**config.mk**
```make
export PLATFORM = sky130hd
export DESIGN_NAME = pyp_cordic
export DESIGN_NICKNAME = d
export VERILOG_FILES = /design/src/hdl/pyp_pkg.sv /design/src/hdl/pyp_cordic.sv
export SDC_FILE = /design/constraint.sdc
export NUM_CORES = 1
export LEC_CHECK = 0
export BUFFER_PORTS_ARGS = -buffer_cell sky130_fd_sc_hd__buf_2
export CORE_ASPECT_RATIO = 1.1
export CORE_UTILIZATION = 30
export DETAILED_ROUTE_END_ITERATION = 7
export PLACE_DENSITY = 0.42
export SYNTH_ARGS = -nofsm -noshare
export SYNTH_HDL_FRONTEND = slang
export SYNTH_SLANG_ARGS = --single-unit
```
**constraint.sdc**
```tcl
create_clock -name clk -period 5.7 [get_ports clk]
set_input_delay 0.285 -clock clk [delete_from_list [all_inputs] [get_ports clk]]
set_output_delay 0.285 -clock clk [all_outputs]
set_load 0.005 [all_outputs]
```
**src/hdl/pyp_pkg.sv**
```systemverilog
// Shared constants, types and helper functions of the pinhole yaw projection block.
package pyp_pkg;

	localparam int CW     = 32;
	localparam int FRAC   = 16;
	localparam int DW     = 32;
	localparam int ADDR_W = 5;
	localparam int IDX_W  = 3;
	localparam int YAW_W  = 16;

	localparam int CS_W = 20;
	localparam int PW   = CW + CS_W;
	localparam int UW   = PW + 2;
	localparam int LO_W = UW / 2;
	localparam int HI_W = UW - LO_W;
	localparam int NW   = CW + UW;
	localparam int NUMW = NW + 2;
	localparam int DENW = UW + 1;
	localparam int QB   = CW + 2;
	localparam int SUMW = QB + 2;
	localparam int NYW  = 2 * CW + 1;

	localparam int XW     = 34;
	localparam int ZW     = 36;
	localparam int STEPS  = 30;
	localparam int STEP_W = 5;
	localparam int ANG_SH = 17;
	localparam int RND_SH = 14;

	localparam logic signed [XW-1:0] CORDIC_GAIN = 34'sd652032874;
	localparam logic signed [ZW-1:0] Q30_PI      = 36'sd3373259426;
	localparam logic signed [ZW-1:0] Q30_HALF_PI = 36'sd1686629713;
	localparam logic signed [XW-1:0] RND_BIAS    = 34'sd8192;

	localparam logic [IDX_W-1:0] REG_FOCAL_X  = 3'd0;
	localparam logic [IDX_W-1:0] REG_FOCAL_Y  = 3'd1;
	localparam logic [IDX_W-1:0] REG_OFFSET_X = 3'd2;
	localparam logic [IDX_W-1:0] REG_OFFSET_Y = 3'd3;
	localparam logic [IDX_W-1:0] REG_SHIFT_X  = 3'd4;
	localparam logic [IDX_W-1:0] REG_SHIFT_Y  = 3'd5;
	localparam logic [IDX_W-1:0] REG_SHIFT_Z  = 3'd6;
	localparam logic [IDX_W-1:0] REG_YAW      = 3'd7;

	localparam logic signed [CW-1:0] FOCAL_RESET = CW'(500 * 65536);
	localparam logic signed [CW-1:0] SMAX = {1'b0, {(CW-1){1'b1}}};
	localparam logic signed [CW-1:0] SMIN = {1'b1, {(CW-1){1'b0}}};

	typedef struct packed {
		logic                   busy;
		logic signed [CS_W-1:0] cos_v;
		logic signed [CS_W-1:0] sin_v;
	} cs_t;

	typedef struct packed {
		logic ovf_x;
		logic ovf_y;
		logic neg_x;
		logic neg_y;
		logic nneg_x;
		logic nneg_y;
		logic nz_x;
		logic nz_y;
		logic dz;
	} side_t;

	function automatic logic signed [ZW-1:0] atan_step(input logic [STEP_W-1:0] i);
		logic signed [ZW-1:0] r;
		case (i)
			5'd0:    r = 36'sd843314857;
			5'd1:    r = 36'sd497837830;
			5'd2:    r = 36'sd263043837;
			5'd3:    r = 36'sd133525159;
			5'd4:    r = 36'sd67021687;
			5'd5:    r = 36'sd33543516;
			5'd6:    r = 36'sd16775851;
			5'd7:    r = 36'sd8388437;
			5'd8:    r = 36'sd4194283;
			5'd9:    r = 36'sd2097149;
			5'd10:   r = 36'sd1048576;
			default: r = ZW'(1) << (5'd30 - i);
		endcase
		return r;
	endfunction

	function automatic logic [CW-1:0] finish(input logic [QB-1:0] q, input logic ovf,
			input logic neg, input logic dz, input logic nneg, input logic nz,
			input logic signed [CW-1:0] off);
		logic signed [QB:0]     qs;
		logic signed [SUMW-1:0] sum;
		logic [CW-1:0]          r;
		qs = $signed({1'b0, q});
		if (neg) begin
			qs = -qs;
		end
		sum = SUMW'(qs) + SUMW'(off);
		if (dz) begin
			r = nz ? '0 : (nneg ? SMIN : SMAX);
		end else if (ovf) begin
			r = neg ? SMIN : SMAX;
		end else if (sum > SUMW'(SMAX)) begin
			r = SMAX;
		end else if (sum < SUMW'(SMIN)) begin
			r = SMIN;
		end else begin
			r = sum[CW-1:0];
		end
		return r;
	endfunction

endpackage

```
**src/hdl/pyp_cordic.sv**
```systemverilog
// Sequential rotation-mode CORDIC that turns the yaw register into Q16 cosine and sine.
module pyp_cordic (
	input  logic                      clk,
	input  logic                      arst_n,
	input  logic                      start,
	input  logic [pyp_pkg::YAW_W-1:0] yaw,
	output pyp_pkg::cs_t              cs
);
	import pyp_pkg::*;

	localparam logic [1:0] ST_IDLE = 2'd0;
	localparam logic [1:0] ST_LOAD = 2'd1;
	localparam logic [1:0] ST_RUN  = 2'd2;
	localparam logic [1:0] ST_DONE = 2'd3;

	logic [1:0]             state_q;
	logic [STEP_W-1:0]      step_q;
	logic                   flip_q;
	logic signed [XW-1:0]   x_q, y_q;
	logic signed [ZW-1:0]   z_q;
	logic signed [CS_W-1:0] cos_q, sin_q;

	logic signed [ZW-1:0] z0;
	logic signed [XW-1:0] dx, dy, xf, yf, xr, yr;

	always_comb begin
		z0 = ZW'($signed(yaw)) <<< ANG_SH;
		dx = y_q >>> step_q;
		dy = x_q >>> step_q;
		xf = flip_q ? -x_q : x_q;
		yf = flip_q ? -y_q : y_q;
		xr = xf + RND_BIAS;
		yr = yf + RND_BIAS;
	end

	always_ff @(posedge clk or negedge arst_n) begin
		if (!arst_n) begin
			state_q <= ST_LOAD;
			step_q  <= '0;
		end else if (start) begin
			state_q <= ST_LOAD;
		end else begin
			case (state_q)
				ST_IDLE: state_q <= ST_IDLE;
				ST_LOAD: begin
					step_q  <= '0;
					state_q <= ST_RUN;
				end
				ST_RUN: begin
					step_q <= step_q + 1'b1;
					if (step_q == STEP_W'(STEPS - 1)) begin
						state_q <= ST_DONE;
					end
				end
				ST_DONE: state_q <= ST_IDLE;
				default: state_q <= ST_IDLE;
			endcase
		end
	end

	always_ff @(posedge clk) begin
		case (state_q)
			ST_LOAD: begin
				x_q <= CORDIC_GAIN;
				y_q <= '0;
				// fold angles beyond a quarter turn, negate results at the end
				if (z0 > Q30_HALF_PI) begin
					z_q    <= z0 - Q30_PI;
					flip_q <= 1'b1;
				end else if (z0 < -Q30_HALF_PI) begin
					z_q    <= z0 + Q30_PI;
					flip_q <= 1'b1;
				end else begin
					z_q    <= z0;
					flip_q <= 1'b0;
				end
			end
			ST_RUN: begin
				if (!z_q[ZW-1]) begin
					x_q <= x_q - dx;
					y_q <= y_q + dy;
					z_q <= z_q - atan_step(step_q);
				end else begin
					x_q <= x_q + dx;
					y_q <= y_q - dy;
					z_q <= z_q + atan_step(step_q);
				end
			end
			ST_DONE: begin
				cos_q <= CS_W'(xr >>> RND_SH);
				sin_q <= CS_W'(yr >>> RND_SH);
			end
			default: begin
				cos_q <= cos_q;
			end
		endcase
	end

	assign cs.busy  = (state_q != ST_IDLE);
	assign cs.cos_v = cos_q;
	assign cs.sin_v = sin_q;

endmodule

```
==> flow_summary.yaml <==
sta:
  final_hold_viol_count: 0
  setup_viol: 0
  slew_violations: 0
  setup_ws_ps: 109
  fin_worst_skew_ps: 19.5
  grt_setup_unrepaired: "true"
  period_share_pct: 98.1
  max_slew_margin_pct: 20.9
  fmax_mhz: 179
  fin_crit_ps: 5590
  tightest_slew_ps: 1170
floorplanning:
  rows: 101
  die_y_um: 280
  die_area_mm2: 0.0715
  die_w_um: 255
  ios: 60
  start_util_pct: 30.5
  core_area_mm2: 0.0694
drt:
  wirelength_um: 86000
  avgRoutedWirePerCell_um: 21.9
  num_vias: 21900
  dr.pass1.iters: 6
  drc: 0
  dr.first_iter.drc_count: 1647
  routed_via_density: 5.57
  ant_nets: 0
placement:
  place_hpwl_um: 67800
  place_ws_ps: -332
  place_congestion: 0.982
  postPlaceCellArea_mm2: 0.0261
  port_buffers: 59
layout:
  drive_above_1_share_pct: 32.5
  finish.utilization_pct: 39.8
  postLayoutCellArea_mm2: 0.0276
  syn_to_final_growth_pct: 30.8
  nets: 3127
  n_antenna_cell: 0
  final_cell_mix: "buf_4 (584), nand2_1 (216), nor2_1 (215)"
  final_common_cell: "buf_4"
global_routing:
  first_global_vias: 21700
  grt_pass1_wl_um: 130000
  grt_max_degree: 102
  grt_usage_pct: 23.9
  overflow: 0
  grt_antenna_before_repair: 0
worst_setup_path:
  path_delay_family: "compound AO/OA/AOI/OAI gates"
  crit_path_top_delay_cell: "dfrtp_4"
  cp-start-kind: "register"
  cp_max_fo: 6
  critical_path_buf_inv_count: 5
  worstPathArrival_ps: 5810
  endpoint_kind: "register"
  cpMostUsedCell: "buf_4"
  required_ps: 5920
  path_class: "register to register"
  cpPeakStageDelay_ps: 510
logic_synthesis:
  synth_nets: 2619
  synthDistinctLibCells: 118
  synth_edf_count: 145
  synthesis.area_mm2: 0.0211
  ys_seq_area_share_pct: 21.4
  yosys_warnings: 0
  synth_ff_type: "edfxtp_1"
  synth_async_sr_flop_share_pct: 4.61
  synth_seq_cells: 152
  synthCells: 2479
  avgSynthCellArea_um2: 8.52
clock_network:
  numCtsBuffers: 17
  numClockSinks: 152
  htreeDepth: 4
  cts_buffer_depth: 2
  clk_pin_slew_ps: 70
  cts-root-buf: "clkbuf_16"
  tritoncts: "built"
  clk_latency_ps: 500
run_status:
  outcome: "finished, final reports clean"
power_and_ir_drop:
  p_clk_share_pct: 8.2
  internal-power_w: 0.00717
  power_frac_seq_pct: 14.1
  power_frac_comb_pct: 77.6
  powerDensity_mw_per_mm2: 483
  sw_frac_of_total_pct: 46.3
  p_sw_w: 0.00617
  irDropWorstVdd_uv: 275
  leakage_nw: 11.4
run:
  maxCapViolCount: 0
hold_path:
  hold_class: "input port to async pin"
[cell type report]
cell class                      count  area, um^2
Tap cell                          927        1160
Sequential cell                   152        4550
Inverter                           54         210
Fill cell                        7076       41700
Multi-Input combinational cell   2091       16100
Clock buffer                       17         425
Timing Repair Buffer              671        5090
Clock inverter                     15        85.1
[flip-flops by register name, indices dropped and copies added, names as in the netlist]
register / flops
cos_q: 20
flip_q: 1
sin_q: 20
state_q: 2
step_q: 5
x_q: 34
y_q: 34
z_q: 36
[cell usage after synthesis (12+ instances only)]
master    instances  share of area [%]
nand2_1         223                4.0
and3_1           35                1.0
mux4_2           63                6.7
o21a_1           27               0.96
a41oi_1          14               0.58
nand4_1          19               0.56
a31oi_1          49                1.5
nor3_1           40               0.95
buf_4            12               0.43
o21ai_0         126                3.0
inv_1            52               0.92
a21o_1           79                2.8
xnor2_1         145                6.0
a22oi_1          12               0.43
a21oi_1         203                4.8
o21bai_1         14               0.50
or3_1            20               0.59
edfxtp_1        145                 21
o211ai_1         19               0.68
mux2_2           37                2.0
o31ai_1          16               0.57
nand2b_1         32               0.95
o22ai_1          32               0.95
buf_2            25               0.59
nand3_1          48                1.1
or2_2            15               0.44
clkbuf_1        114                2.0
a221oi_1         16               0.66
xor2_1          106                4.4
and2_1           26               0.77
a211oi_1         25               0.89
nor2_1          221                3.9
ha_1            118                7.0
nor2b_1          20               0.59
mux2i_1          55                2.6
buf_6            15               0.80
[per-stage QoR]
step / instances / hold slack [ps] / setup TNS (ps) / power, W
floorplan: 2479 / -10.6 / 0 / 0.00782
global placement: 3854 / 144 / -4220 / 0.0117
detailed placement: 3854 / 143 / -4520 / 0.0117
CTS: 3897 / 141 / 0 / 0.0130
global route: 3927 / 179 / -549 / 0.0144
finish: 3927 / 168 / 0 / 0.0133
[metal layers]
metal,vias to the layer above,wire length (um),track usage [%]
met2,684,43100,42.2
li1,10400,-,-
met5,-,0,0
met4,0,4040,11.0
met3,176,3450,2.79
met1,10700,35400,28.7
[what timing repair did]
| item | 4_1_cts | 5_1_grt |
|---|---|---|
| gates resized for setup | 32 | 131 |
| endpoints found under the hold margin | 9 | 0 |
| buffers inserted | 9 | 29 |
| cloned | 0 | 1 |
| hold buffers | 2 | 0 |
| setup endpoints to repair | 28 | 36 |
| pin swaps | 10 | 69 |
[path summary, 6_finish.rpt]
| check | startpoint | to | slack (ps) | cells past startpoint |
|---|---|---|---|---|
| max reg2reg | step_q[1] | x_q[28] | 110 | 25 |
| max | step_q[1] | x_q[28] | 110 | 25 |
| min | arst_n | state_q[1] | 170 | 2 |
| min reg2reg | state_q[1] | state_q[1] | 600 | 2 |
| min in group clk | yaw[1] | z_q[18] | 180 | 3 |
| max in group asynchronous | arst_n | state_q[0] | 5290 | 2 |
[kinds of logic after synthesis]
group | Yosys count | synth area share, %
simple gates | 787 | 18.5
xor+xnor | 252 | 10.5
mux | 170 | 13.0
buf+inv | 236 | 5.40
flops | 152 | 21.4
compound gates | 761 | 23.9
fa+ha+maj | 121 | 7.27
[worst register-to-register path, cell delays in order, from the launching register on]
cell      delay [ps]
dfrtp_4          510
buf_6            150
buf_4            160
buf_4            150
mux4_2           420
mux2i_2          230
mux2_4           230
a32o_2           150
ha_2             180
nand3b_1         230
nor3_4           340
a31oi_1          150
xnor2_1          150
ha_2             180
a21o_1           150
a21o_1           190
a2111o_1         420
a21oi_2          210
nand3_2          120
a211oi_2         200
buf_4            150
nor3_1            70
buf_4            160
o31ai_4          220
a21o_1           150
a21oi_1           60
[power by group through the flow]
stage,Sequential [W],Clock [W],Combinational (W)
2_1_floorplan,0.00177,0,0.00605
5_1_grt,0.00191,0.00118,0.0113
3_5_place_dp,0.00190,0,0.00976
6_report,0.00189,0.00110,0.0104
3_3_place_gp,0.00190,0,0.00977
4_1_cts,0.00188,0.00114,0.00994
(Power assumes the default switching activity.)
